[config.mk]
export PLATFORM = sky130hd
export DESIGN_NAME = synth_board_bus_glue
export DESIGN_NICKNAME = d
export VERILOG_FILES = /design/src/rtl/sbbg_pkg.sv /design/src/rtl/sbbg_rx_fifo.sv /design/src/rtl/sbbg_cv_store.sv /design/src/rtl/sbbg_decode.sv /design/src/rtl/synth_board_bus_glue.sv
export SDC_FILE = /design/constraint.sdc
export NUM_CORES = 1
export LEC_CHECK = 0
export ABC_AREA = 0
export BUFFER_PORTS_ARGS = -buffer_cell sky130_fd_sc_hd__buf_2
export CORE_UTILIZATION = 38
export CTS_CLUSTER_DIAMETER = 100
export DETAILED_ROUTE_END_ITERATION = 6
export GPL_ROUTABILITY_DRIVEN = 0
export GPL_TIMING_DRIVEN = 1
export PLACE_DENSITY = 0.6
export SKIP_LAST_GASP = 1
export SLEW_MARGIN = 20
export SYNTH_ARGS = -nofsm -noshare
export SYNTH_HDL_FRONTEND = slang
export SYNTH_HIERARCHICAL = 1
export SYNTH_SLANG_ARGS = --single-unit
[constraint.sdc]
create_clock -name clk_i -period 10.7 [get_ports clk_i]
set_clock_uncertainty 0.1 [all_clocks]
set_input_delay 1.07 -clock clk_i [delete_from_list [all_inputs] [get_ports clk_i]]
set_output_delay 1.07 -clock clk_i [all_outputs]
set_load 0.02 [all_outputs]
[src/rtl/sbbg_pkg.sv]
// ----------------------------------------------------------------------------
// sbbg_pkg
// Shared types, codes and the DAC slot decode for the synth board bus glue.
// ----------------------------------------------------------------------------
package sbbg_pkg;

  localparam int unsigned SBBG_RX_FIFO_DEPTH = 64;
  localparam int unsigned SBBG_CV_SLOTS      = 60;

  // Address decode: region is bus_addr[15:13], I/O block is bus_addr[12:10]
  localparam logic [2:0] REGION_IO     = 3'd0;
  localparam logic [2:0] REGION_PRESET = 3'd1;
  localparam logic [2:0] REGION_EMPTY  = 3'd2;
  localparam logic [2:0] REGION_RAM    = 3'd3;

  localparam logic [2:0] IO_DAC    = 3'd4;
  localparam logic [2:0] IO_STATUS = 3'd5;
  localparam logic [2:0] IO_SWITCH = 3'd6;
  localparam logic [2:0] IO_MISC   = 3'd7;

  localparam logic [2:0] STAT_REG_STATUS = 3'd6;
  localparam logic [2:0] STAT_REG_RX     = 3'd7;
  localparam logic [2:0] MISC_REG_BANK   = 3'd3;

  localparam logic [1:0] SW_SEL_A = 2'd0;
  localparam logic [1:0] SW_SEL_B = 2'd1;

  localparam logic [7:0] STATUS_BASE = 8'h02;

  typedef enum logic [1:0] {
    REQ_READ   = 2'd0,
    REQ_WRITE  = 2'd1,
    REQ_MIDI   = 2'd2,
    REQ_UNUSED = 2'd3
  } req_e;

  typedef enum logic [2:0] {
    TGT_INT    = 3'd0,
    TGT_TIMER  = 3'd1,
    TGT_PRESET = 3'd2,
    TGT_RAM    = 3'd3,
    TGT_ROM    = 3'd4,
    TGT_DAC    = 3'd5,
    TGT_LED    = 3'd6,
    TGT_NONE   = 3'd7
  } target_e;

  typedef struct packed {
    target_e     target;
    logic [5:0]  sub_index;
    logic [1:0]  timer_reg;
    logic [15:0] mapped_addr;
    logic [7:0]  rdata;
    logic [11:0] cv_value;
    logic [7:0]  led_value;
    logic        halt_request;
    logic        fault_flag;
    logic        rx_pending;
  } res_t;

  typedef struct packed {
    logic       push;
    logic       pop;
    logic [7:0] wdata;
  } fifo_ctl_t;

  typedef struct packed {
    logic       empty;
    logic       full;
    logic       single;
    logic [7:0] head_data;
  } fifo_st_t;

  typedef struct packed {
    logic       en;
    logic [5:0] slot;
  } cv_rd_t;

  typedef struct packed {
    logic        en;
    logic [5:0]  slot;
    logic [11:0] data;
  } cv_wr_t;

  typedef struct packed {
    logic       bad;
    logic [5:0] slot;
  } dac_slot_t;

  // Voice in bits 6:4, channel in bits 3:1; voices 6 and 7 fold onto
  // channels 8 and up of voices 0..5. Channel 10 is out of range.
  function automatic dac_slot_t dac_slot(input logic [15:0] addr);
    logic [2:0] v;
    logic [2:0] c;
    logic [3:0] n;
    logic [2:0] vm;
    logic [1:0] q;
    logic [2:0] vv;
    logic [3:0] cc;
    logic [6:0] s;
    dac_slot_t  r;
    v = addr[6:4];
    c = addr[3:1];
    n = {v[0], c};
    if (n < 4'd6) begin
      q  = 2'd0;
      vm = n[2:0];
    end else if (n < 4'd12) begin
      q  = 2'd1;
      vm = 3'(n - 4'd6);
    end else begin
      q  = 2'd2;
      vm = 3'(n - 4'd12);
    end
    if (v >= 3'd6) begin
      vv = vm;
      cc = 4'd8 + {2'b00, q};
    end else begin
      vv = v;
      cc = {1'b0, c};
    end
    s      = 7'(vv) * 7'd10 + 7'(cc);
    r.bad  = (cc > 4'd9);
    r.slot = s[5:0];
    return r;
  endfunction

endpackage

[src/rtl/sbbg_rx_fifo.sv]
// ----------------------------------------------------------------------------
// sbbg_rx_fifo
// MIDI receive FIFO: one-port-write memory with a prefetched head word.
// ----------------------------------------------------------------------------
module sbbg_rx_fifo
  import sbbg_pkg::*;
#(
  parameter int unsigned Depth = SBBG_RX_FIFO_DEPTH
) (
  input  logic      clk_i,
  input  logic      rst_ni,
  input  fifo_ctl_t ctl_i,
  output fifo_st_t  st_o
);

  localparam int unsigned PtrW = (Depth > 1) ? $clog2(Depth) : 1;
  localparam int unsigned CntW = $clog2(Depth + 1);

  logic [PtrW-1:0] head_q, head_d, tail_q, tail_d;
  logic [CntW-1:0] count_q, count_d;
  logic [7:0]      mem_q [Depth];
  logic [7:0]      head_data_q;

  always_comb begin
    head_d  = head_q;
    tail_d  = tail_q;
    count_d = count_q;
    if (ctl_i.push) begin
      tail_d  = (tail_q == PtrW'(Depth - 1)) ? '0 : tail_q + 1'b1;
      count_d = count_q + 1'b1;
    end else if (ctl_i.pop) begin
      head_d  = (head_q == PtrW'(Depth - 1)) ? '0 : head_q + 1'b1;
      count_d = count_q - 1'b1;
    end
  end

  always_ff @(posedge clk_i or negedge rst_ni) begin
    if (!rst_ni) begin
      head_q  <= '0;
      tail_q  <= '0;
      count_q <= '0;
    end else begin
      head_q  <= head_d;
      tail_q  <= tail_d;
      count_q <= count_d;
    end
  end

  // Prefetch the word at the next head; forward a push into that slot.
  always_ff @(posedge clk_i) begin
    if (ctl_i.push) begin
      mem_q[tail_q] <= ctl_i.wdata;
    end
    if (ctl_i.push && (tail_q == head_d)) begin
      head_data_q <= ctl_i.wdata;
    end else begin
      head_data_q <= mem_q[head_d];
    end
  end

  assign st_o.empty     = (count_q == '0);
  assign st_o.full      = (count_q == CntW'(Depth));
  assign st_o.single    = (count_q == CntW'(1));
  assign st_o.head_data = head_data_q;

endmodule

[src/rtl/sbbg_cv_store.sv]
// ----------------------------------------------------------------------------
// sbbg_cv_store
// Control voltage store: 60 words of 12 bits, registered read, valid bits.
// ----------------------------------------------------------------------------
module sbbg_cv_store
  import sbbg_pkg::*;
(
  input  logic        clk_i,
  input  logic        rst_ni,
  input  cv_rd_t      rd_i,
  input  cv_wr_t      wr_i,
  output logic [11:0] rd_data_o
);

  logic [11:0]              mem_q [SBBG_CV_SLOTS];
  logic [SBBG_CV_SLOTS-1:0] vld_q;
  logic [11:0]              rd_data_q;
  logic                     rd_vld_q;
  logic                     fwd;

  // A write and a read of the same slot in one cycle: take the new word
  assign fwd = wr_i.en && (wr_i.slot == rd_i.slot);

  always_ff @(posedge clk_i or negedge rst_ni) begin
    if (!rst_ni) begin
      vld_q    <= '0;
      rd_vld_q <= 1'b0;
    end else begin
      if (wr_i.en) begin
        vld_q[wr_i.slot] <= 1'b1;
      end
      if (rd_i.en) begin
        rd_vld_q <= fwd ? 1'b1 : vld_q[rd_i.slot];
      end
    end
  end

  always_ff @(posedge clk_i) begin
    if (wr_i.en) begin
      mem_q[wr_i.slot] <= wr_i.data;
    end
    if (rd_i.en) begin
      rd_data_q <= fwd ? wr_i.data : mem_q[rd_i.slot];
    end
  end

  assign rd_data_o = rd_vld_q ? rd_data_q : '0;

endmodule

[src/rtl/sbbg_decode.sv]
// ----------------------------------------------------------------------------
// sbbg_decode
// Address decode and result build for one bus word; drives state updates.
// ----------------------------------------------------------------------------
module sbbg_decode
  import sbbg_pkg::*;
(
  input  logic        fire_i,
  input  req_e        req_i,
  input  logic [15:0] addr_i,
  input  logic [7:0]  wdata_i,
  input  logic [7:0]  switch_a_i,
  input  logic [7:0]  switch_b_i,
  input  logic [2:0]  bank_i,
  input  fifo_st_t    fifo_st_i,
  input  logic [11:0] cv_old_i,
  output res_t        res_o,
  output fifo_ctl_t   fifo_ctl_o,
  output cv_wr_t      cv_wr_o,
  output logic        bank_we_o,
  output logic [2:0]  bank_wd_o
);

  logic [2:0] region;
  logic [2:0] io;
  dac_slot_t  ds;
  logic       push_ok;
  logic       pop_ok;

  assign region = addr_i[15:13];
  assign io     = addr_i[12:10];
  assign ds     = dac_slot(addr_i);

  always_comb begin
    res_o     = '0;
    res_o.target = TGT_NONE;
    push_ok   = 1'b0;
    pop_ok    = 1'b0;
    cv_wr_o   = '0;
    bank_we_o = 1'b0;
    bank_wd_o = wdata_i[2:0];

    unique case (req_i)
      REQ_READ: begin
        if (region == REGION_IO) begin
          res_o.target = TGT_INT;
          if (!io[2]) begin
            res_o.target    = TGT_TIMER;
            res_o.sub_index = 6'(io) + 6'd1;
            res_o.timer_reg = addr_i[1:0];
          end else if (io == IO_STATUS) begin
            if (addr_i[9]) begin
              res_o.target    = TGT_TIMER;
              res_o.timer_reg = addr_i[1:0];
            end else if (addr_i[2:0] == STAT_REG_STATUS) begin
              res_o.rdata = STATUS_BASE | {7'd0, !fifo_st_i.empty};
            end else if (addr_i[2:0] == STAT_REG_RX) begin
              if (fifo_st_i.empty) begin
                res_o.fault_flag = 1'b1;
              end else begin
                pop_ok      = 1'b1;
                res_o.rdata = fifo_st_i.head_data;
              end
            end
          end else if (io == IO_SWITCH) begin
            unique case (addr_i[1:0])
              SW_SEL_A: res_o.rdata = switch_a_i;
              SW_SEL_B: res_o.rdata = switch_b_i;
              default:  res_o.rdata = 8'hff;
            endcase
          end
        end else if (region == REGION_PRESET) begin
          res_o.target      = TGT_PRESET;
          res_o.mapped_addr = {bank_i, addr_i[12:0]};
        end else if (region == REGION_EMPTY) begin
          res_o.target = TGT_INT;
        end else if (region == REGION_RAM) begin
          res_o.target      = TGT_RAM;
          res_o.mapped_addr = {1'b0, bank_i[1:0], addr_i[12:0]};
        end else begin
          res_o.target      = TGT_ROM;
          res_o.mapped_addr = addr_i;
        end
      end

      REQ_WRITE: begin
        if (region == REGION_IO) begin
          if (!io[2]) begin
            res_o.target    = TGT_TIMER;
            res_o.sub_index = 6'(io) + 6'd1;
            res_o.timer_reg = addr_i[1:0];
          end else if (io == IO_DAC) begin
            if (ds.bad) begin
              res_o.fault_flag = 1'b1;
            end else begin
              // Even address: upper seven bits; odd address: lower five
              cv_wr_o.en   = 1'b1;
              cv_wr_o.slot = ds.slot;
              cv_wr_o.data = addr_i[0] ? {cv_old_i[11:5], wdata_i[7:3]}
                                       : {wdata_i[6:0], cv_old_i[4:0]};
              res_o.target    = TGT_DAC;
              res_o.sub_index = ds.slot;
              res_o.cv_value  = cv_wr_o.data;
            end
          end else if (io == IO_STATUS) begin
            if (addr_i[9]) begin
              res_o.target    = TGT_TIMER;
              res_o.timer_reg = addr_i[1:0];
            end
          end else if (io == IO_MISC) begin
            if (addr_i[9:7] == MISC_REG_BANK) begin
              bank_we_o = 1'b1;
            end else if (addr_i[9]) begin
              res_o.target    = TGT_LED;
              res_o.sub_index = {4'd0, addr_i[8:7]};
              res_o.led_value = ~wdata_i;
            end
          end
        end else if (region == REGION_PRESET || region == REGION_EMPTY) begin
          res_o.halt_request = 1'b1;
        end else if (region == REGION_RAM) begin
          res_o.target      = TGT_RAM;
          res_o.mapped_addr = {1'b0, bank_i[1:0], addr_i[12:0]};
        end
      end

      REQ_MIDI: begin
        if (fifo_st_i.full) begin
          res_o.fault_flag = 1'b1;
        end else begin
          push_ok = 1'b1;
        end
      end

      default: begin
      end
    endcase

    // Occupancy after this word
    if (push_ok) begin
      res_o.rx_pending = 1'b1;
    end else if (pop_ok) begin
      res_o.rx_pending = !fifo_st_i.single;
    end else begin
      res_o.rx_pending = !fifo_st_i.empty;
    end

    cv_wr_o.en = cv_wr_o.en && fire_i;
    bank_we_o  = bank_we_o && fire_i;
  end

  assign fifo_ctl_o.push  = push_ok && fire_i;
  assign fifo_ctl_o.pop   = pop_ok && fire_i;
  assign fifo_ctl_o.wdata = wdata_i;

endmodule

[src/rtl/synth_board_bus_glue.sv]
// ----------------------------------------------------------------------------
// synth_board_bus_glue
// Bus glue of an emulated synth board: address decode, bank mapping, DAC
// control voltage store, LED latch and MIDI receive FIFO.
//
//   channel   direction  handshake              payload
//   in        to block   in_valid_i/in_stall_o  req_type, bus_addr, wdata,
//                                               switch_a, switch_b
//   out       from block out_valid_o/out_stall_i target .. rx_pending
//
// One word per cycle sustained while the result side does not stall. A word
// is accepted into the input register as the DAC store read is issued for
// it, then decode and state updates load the result register. in_stall_o
// rises only while a word waits in the input register behind a stalled
// result. Reset clears the pointers, the bank, the result and input valid
// flags and the DAC store valid bits at once; no clearing pass.
// ----------------------------------------------------------------------------
module synth_board_bus_glue
  import sbbg_pkg::*;
#(
  parameter int unsigned RX_FIFO_DEPTH = SBBG_RX_FIFO_DEPTH
) (
  input  logic        clk_i,
  input  logic        rst_ni,
  input  logic        in_valid_i,
  output logic        in_stall_o,
  input  logic [1:0]  req_type_i,
  input  logic [15:0] bus_addr_i,
  input  logic [7:0]  wdata_i,
  input  logic [7:0]  switch_a_i,
  input  logic [7:0]  switch_b_i,
  output logic        out_valid_o,
  input  logic        out_stall_i,
  output logic [2:0]  target_o,
  output logic [5:0]  sub_index_o,
  output logic [1:0]  timer_reg_o,
  output logic [15:0] mapped_addr_o,
  output logic [7:0]  rdata_o,
  output logic [11:0] cv_value_o,
  output logic [7:0]  led_value_o,
  output logic        halt_request_o,
  output logic        fault_flag_o,
  output logic        rx_pending_o
);

  logic        in_valid_q, in_valid_d;
  logic        out_valid_q, out_valid_d;
  logic        in_accept, adv;
  req_e        req_q;
  logic [15:0] addr_q;
  logic [7:0]  wdata_q, sw_a_q, sw_b_q;
  logic [2:0]  bank_q;
  res_t        res_q, res_d;
  fifo_ctl_t   fifo_ctl;
  fifo_st_t    fifo_st;
  cv_rd_t      cv_rd;
  cv_wr_t      cv_wr;
  logic [11:0] cv_old;
  logic        bank_we;
  logic [2:0]  bank_wd;
  dac_slot_t   in_slot;

  // Move the held word into the result register when that register frees up
  assign adv         = in_valid_q && (!out_valid_q || !out_stall_i);
  assign in_stall_o  = in_valid_q && !adv;
  assign in_accept   = in_valid_i && !in_stall_o;
  assign in_valid_d  = in_accept || (in_valid_q && !adv);
  assign out_valid_d = adv || (out_valid_q && out_stall_i);

  assign in_slot     = dac_slot(bus_addr_i);
  assign cv_rd.en    = in_accept;
  assign cv_rd.slot  = in_slot.slot;

  always_ff @(posedge clk_i or negedge rst_ni) begin
    if (!rst_ni) begin
      in_valid_q  <= 1'b0;
      out_valid_q <= 1'b0;
      bank_q      <= '0;
    end else begin
      in_valid_q  <= in_valid_d;
      out_valid_q <= out_valid_d;
      if (bank_we) begin
        bank_q <= bank_wd;
      end
    end
  end

  assign res_d = res_q;

  always_ff @(posedge clk_i) begin
    if (in_accept) begin
      req_q   <= req_e'(req_type_i);
      addr_q  <= bus_addr_i;
      wdata_q <= wdata_i;
      sw_a_q  <= switch_a_i;
      sw_b_q  <= switch_b_i;
    end
  end

  res_t res_new;

  always_ff @(posedge clk_i) begin
    res_q <= adv ? res_new : res_d;
  end

  sbbg_decode u_decode (
    .fire_i     (adv),
    .req_i      (req_q),
    .addr_i     (addr_q),
    .wdata_i    (wdata_q),
    .switch_a_i (sw_a_q),
    .switch_b_i (sw_b_q),
    .bank_i     (bank_q),
    .fifo_st_i  (fifo_st),
    .cv_old_i   (cv_old),
    .res_o      (res_new),
    .fifo_ctl_o (fifo_ctl),
    .cv_wr_o    (cv_wr),
    .bank_we_o  (bank_we),
    .bank_wd_o  (bank_wd)
  );

  sbbg_cv_store u_cv_store (
    .clk_i     (clk_i),
    .rst_ni    (rst_ni),
    .rd_i      (cv_rd),
    .wr_i      (cv_wr),
    .rd_data_o (cv_old)
  );

  sbbg_rx_fifo #(
    .Depth (RX_FIFO_DEPTH)
  ) u_rx_fifo (
    .clk_i  (clk_i),
    .rst_ni (rst_ni),
    .ctl_i  (fifo_ctl),
    .st_o   (fifo_st)
  );

  assign out_valid_o    = out_valid_q;
  assign target_o       = 3'(res_q.target);
  assign sub_index_o    = res_q.sub_index;
  assign timer_reg_o    = res_q.timer_reg;
  assign mapped_addr_o  = res_q.mapped_addr;
  assign rdata_o        = res_q.rdata;
  assign cv_value_o     = res_q.cv_value;
  assign led_value_o    = res_q.led_value;
  assign halt_request_o = res_q.halt_request;
  assign fault_flag_o   = res_q.fault_flag;
  assign rx_pending_o   = res_q.rx_pending;

endmodule

-- Yosys cells after proc, flatten, opt, wreduce, memory -nomap -nowiden
Memory sizes are Yosys's and may differ from the RTL's. A register that Yosys moved wholly into a read port is not among the register bits.
Index checks and enable logic that the tools add are counted.
- mux-type cells: 123
- bitwise logic cells: 2
- reduce and logical (&&, ||, !) cells: 25
- $lt $le $gt $ge: 10
- multiply operators: 2
- add/sub/neg operators: 13
- eq/ne operators: 18
- operators by type and width (kind ; count):
    two-way mux 8 bit ; 17
    two-way mux 16 bit ; 6
    two-way mux 19 bit ; 5
    bitwise OR 60 bit ; 1
    two-way mux 58 bit ; 1
    case mux 27 bit (2 select lines) ; 1
    two-way mux 3 bit ; 17
    two-way mux 12 bit ; 4
    two-way mux 1 bit ; 41
    two-way mux 20 bit ; 2
    two-way mux 6 bit ; 6
    two-way mux 7 bit ; 4
    two-way mux 21 bit ; 1
    == test 3 bit, second input constant ; 6
    two-way mux 9 bit ; 2
    two-way mux 2 bit ; 8
    case mux 8 bit (2 select lines) ; 1
    two-way mux 15 bit ; 1
    less-than comparator 6 x 7 -> 1 bit, second input constant ; 2
    adder 6 x 1 -> 6 bit, second input constant ; 2
    adder 6 x 4 -> 6 bit ; 2
    == test 6 bit, second input constant ; 2
    subtractor 3 bit, second input constant ; 4
    two-way mux 11 bit ; 1
    29 further kinds ; 56
- output and inout bits: 60
- register bits: 185
- input port bits: 46
- logic and storage cells: 218
- memories: 2
- memory bits (writable): 1232
- memory list (memory ; depth ; width ; rd ports ; clocked after memory_dff ; wr ports ; RTL line ; RTL):
    u_cv_store.mem_q ; 60 ; 12 ; 1 ; 1 ; 1 ; sbbg_cv_store.sv:15 ; logic [11:0] mem_q [SBBG_CV_SLOTS];
    u_rx_fifo.mem_q ; 64 ; 8 ; 1 ; 1 ; 1 ; sbbg_rx_fifo.sv:21 ; logic [7:0] mem_q [Depth];

-- Longest topological paths before layout
- depth in word-level cells: 16
- gate-level depth with buffers: 17
- mapped depth without buffers: 15

-- Cells and area by module
The synthesis kept the hierarchy.
- by module, submodules not included (module ; times used ; sequential area each (µm²) ; area an instance (µm²) ; cells each):
    sbbg_cv_store ; 1 ; 23507.5 ; 31158.6 ; 1571
    sbbg_rx_fifo ; 1 ; 15970.3 ; 21176.6 ; 1055
    synth_board_bus_glue ; 1 ; 3128.0 ; 3528.4 ; 157
    sbbg_decode ; 1 ; 0.0 ; 1599.0 ; 248

-- Least setup slack after synthesis
Ideal clock, no wire load.
- kind: input port to flip-flop
- start point: input port out_stall_i
- end point: memory u_cv_store.mem_q[32][0], enable pin
- setup time: 0.398 ns
- required time: 10.202 ns
- data arrival time: 7.639 ns
- stages: 7
- slack: 2.563 ns
- path buffers: 1
- cell sequence: a21boi_0 > inv_1 > nor2_1 > clkbuf_1 > nand2_1 > or3_1 > nor3_1
- RTL lines (what ; RTL line ; RTL):
    start: declaration ; synth_board_bus_glue.sv:33 ; input logic out_stall_i,
    end: declaration ; sbbg_cv_store.sv:15 ;

==> flow_metrics.tcl <==
set metrics [dict create \
    drive_gt1_frac 0.252 \
    cp_max_fo 53 \
    grt_pass1_wl_mm 205 \
    yosysSeqAreaShare 0.741 \
    rr_endpoint "u_cv_store/mem_q[45][0]" \
    worst-setup-path-type "input pin to flip-flop" \
    status "finished clean" \
    synth_flop_cell "edfxtp_1" \
    drt-total-wl_mm 141 \
    path_delay_family "compound AO/OA/AOI/OAI gates" \
    setup_tns_ns 0 \
    ir_drop_mv 0.147 \
    cp.arrival_ns 5.81 \
    fin_crit_sh 0.506 \
    grt-ovfl-total 0 \
    crit_buf_inv 2 \
    rsz0062_at_grt "false" \
    max_stage_delay_ns 0.59 \
    vias 29300 \
    postCtsSetupBuffers 0 \
    worst_slew_pin_slew_ns 1.15 \
    final_nets 3274 \
    crit_top_cell "ha_1" \
    end_kind "flip-flop" \
    cts_resized 0 \
    syn-num-nets 3099 \
    postLayoutCellArea_sq_um 64800 \
    initialDrtViolationCount 2924 \
    rr_startpoint "req_q[1]" \
    drc_errors 0 \
    async_reset_ff_frac 0.0592 \
    cts.sink_count 1435 \
    routedWlPerCell_um 26.5 \
    cp_slowest_cell "buf_4" \
    grt_pass1_vias 29100 \
    maxCapViolations 0 \
    syn_to_final_growth_pct 12.8 \
    slew_headroom 0.229 \
    crit_chain "buf_2, nand2_1, mux2_1, ha_1, ha_1, a21oi_1, mux2_2, nor3b_2, buf_4, xor2_1, nor4_2, a41o_1, nor3_1, a2111oi_0" \
    syn_area_sq_um 57500 \
    hp-class "input pin to async pin" \
    pre_cts_ws_ns 4.62 \
    layout.cells.non_filler 5336 \
    fill_cells 13100 \
    clk_pin_slew_ns 0.06 \
    cts_tree "done" \
    grtUsageTotal 0.184 \
    yosysWarnings 6 \
    ioPinCount 106 \
    htree_levels 4 \
    place_hpwl_mm 86.7 \
    n_antenna_cell 0 \
    cts_root_buf "clkbuf_16" \
    clock_latency_ns 0.76 \
    grt_max_degree 68 \
    max_freq_mhz 185 \
    synth_cells 3031 \
    ff_latch_area_sq_um 42600 \
    synth.avg_cell_area_sq_um 19.0 \
    dieArea_sq_um 153000 \
    slew_viol_final 0 \
    worstPathRequired_ns 11.10 \
    place_area_sq_um 60400 \
    firstDrtPassIters 6 \
    die_w_um 391 \
    synth_edf_count 1344 \
    hold_viol_final 0 \
    ys_ff_latch 1435 \
    numCtsBuffers 143 \
    clock_path_buffers 3 \
    place_inst 5077 \
    cellLeakagePower_nw 22.6 \
    die_h_um 391 \
    ant_nets 0 \
    grt_antenna_before_repair 3 \
    r2r_slack_ns 5.49 \
    powerDensity_nw_per_um2 182 \
    start_util 0.383 \
    worstSetupStartpointType "input pin" \
    port_buffers 105 \
    fin_crit_ns 5.41 \
    setup_viol_count_final 0 \
    power_mw 11.8 \
    worst_r2r_path_depth 8 \
    cts_hold_buf 0 \
    fp.coreArea_sq_um 150000 \
    rows 142 \
    setup_ws_ns 5.29 \
    vias_per_cell 5.49 \
    yosysUniqueCellTypes 83 \
    multi_input_area_sq_um 13900 \
]
-- through the flow --
step,util,hold WS (ns)
after floorplan,-,0.334
after global placement,0.403,0.346
after detailed placement,0.403,0.350
after CTS,0.432,0.122
after global routing,0.432,0.156
final,0.432,0.152
-- final cells by class --
type                       instances  area share
inverter                          27     0.00164
timing repair buffer             209      0.0204
multi-input combinational       1390       0.214
sequential                      1435       0.657
clock inverter                    62     0.00766
clock buffer                     197      0.0599
tap                             2016      0.0389
-- where the power goes --
group | switching, mW | total, mW | internal, mW
Sequential | 0.0717 | 6.24 | 6.16
Combinational | 0.511 | 0.773 | 0.261
Clock | 2.07 | 4.76 | 2.69
-- registers in the layout, summed over array words and instances, names as in the netlist, 12 cells and up, named ones only --
signal	flops
cv_value_o	12
u_cv_store/rd_data_q	12
u_cv_store/vld_q	60
mapped_addr_o	16
addr_q	16
u_rx_fifo/mem_q	512
u_cv_store/mem_q	720
-- logic make-up after synthesis --
| group | count (synthesis) | synth area share |
|---|---|---|
| compound gates | 273 | 0.0336 |
| xor+xnor | 23 | 0.00401 |
| fa+ha+maj | 22 | 0.00505 |
| buf+inv | 206 | 0.0204 |
| flops | 1435 | 0.741 |
| mux | 454 | 0.143 |
| simple gates | 618 | 0.0528 |
-- worst max path at each step --
stage	endpoint	depth (start not counted)	start	slack (ns)
finish	u_cv_store/rd_data_q[3]	14	bus_addr_i[5]	5.29
global route	u_cv_store/rd_data_q[3]	14	bus_addr_i[5]	5.09
CTS	u_cv_store/rd_data_q[3]	14	bus_addr_i[5]	5.41
detailed placement	u_cv_store/rd_data_q[3]	14	bus_addr_i[5]	4.62
global placement	u_cv_store/rd_data_q[2]	14	bus_addr_i[5]	4.76
floorplan	u_cv_store/mem_q[32][0]	7	out_stall_i	2.56
-- routing by layer --
metal / wire [um] / vias up / GRT usage / share of wire
met2: 68100 / 1019 / 0.295 / 0.48
met4: 2920 / 0 / 0.0501 / 0.021
met3: 9370 / 191 / 0.0309 / 0.066
met5: 0 / - / 0 / 0
met1: 60900 / 15600 / 0.260 / 0.43
li1: - / 12500 / - / -
-- cells in the mapped netlist (11+ instances only) --
library cell	n	area [sq um]
buf_6	16	180
xnor2_1	14	123
nor3_1	35	175
buf_4	48	360
o21ai_0	41	205
nand2b_1	23	144
nor2b_1	31	194
buf_2	46	230
a21oi_1	35	175
mux2_2	32	360
nand2_1	133	499
or2_2	59	369
o22ai_1	28	175
nand4_1	16	100
dfrtp_1	85	2130
nand3_1	36	180
clkbuf_1	57	214
and2_1	39	244
a31oi_1	17	106
mux2i_1	128	1280
mux4_2	288	6490
ha_1	20	250
edfxtp_1	1344	40400
inv_1	26	97.6
nor2_1	193	724
o211ai_1	11	82.6
a22oi_1	14	105
-- layout by cell type, fill, tap and decap left out, types with 8 or more instances in the layout --
cell type,instances
and2_1,38
a22o_1,8
mux2i_1,128
nand2b_1,23
inv_1,25
nand4_1,16
nand2_1,132
a21oi_1,35
a31oi_1,17
nand3b_1,10
o221ai_1,9
xnor2_1,14
nor2b_1,31
nor2_2,13
ha_1,19
clkbuf_16,147
o21ai_1,8
a22oi_1,14
a211oi_1,8
o211ai_1,11
and3_1,8
o2111ai_1,10
mux2_2,32
nor2_4,12
edfxtp_1,1344
or2_2,59
clkbuf_1,48
o22ai_1,28
nand3_1,35
nor3_1,29
mux4_2,288
dfrtp_1,85
buf_4,104
clkinv_1,20
o21ai_0,41
buf_2,104
nor2_1,168
a32oi_1,10
clkinv_2,22
Power figures use the tool's default switching activity.
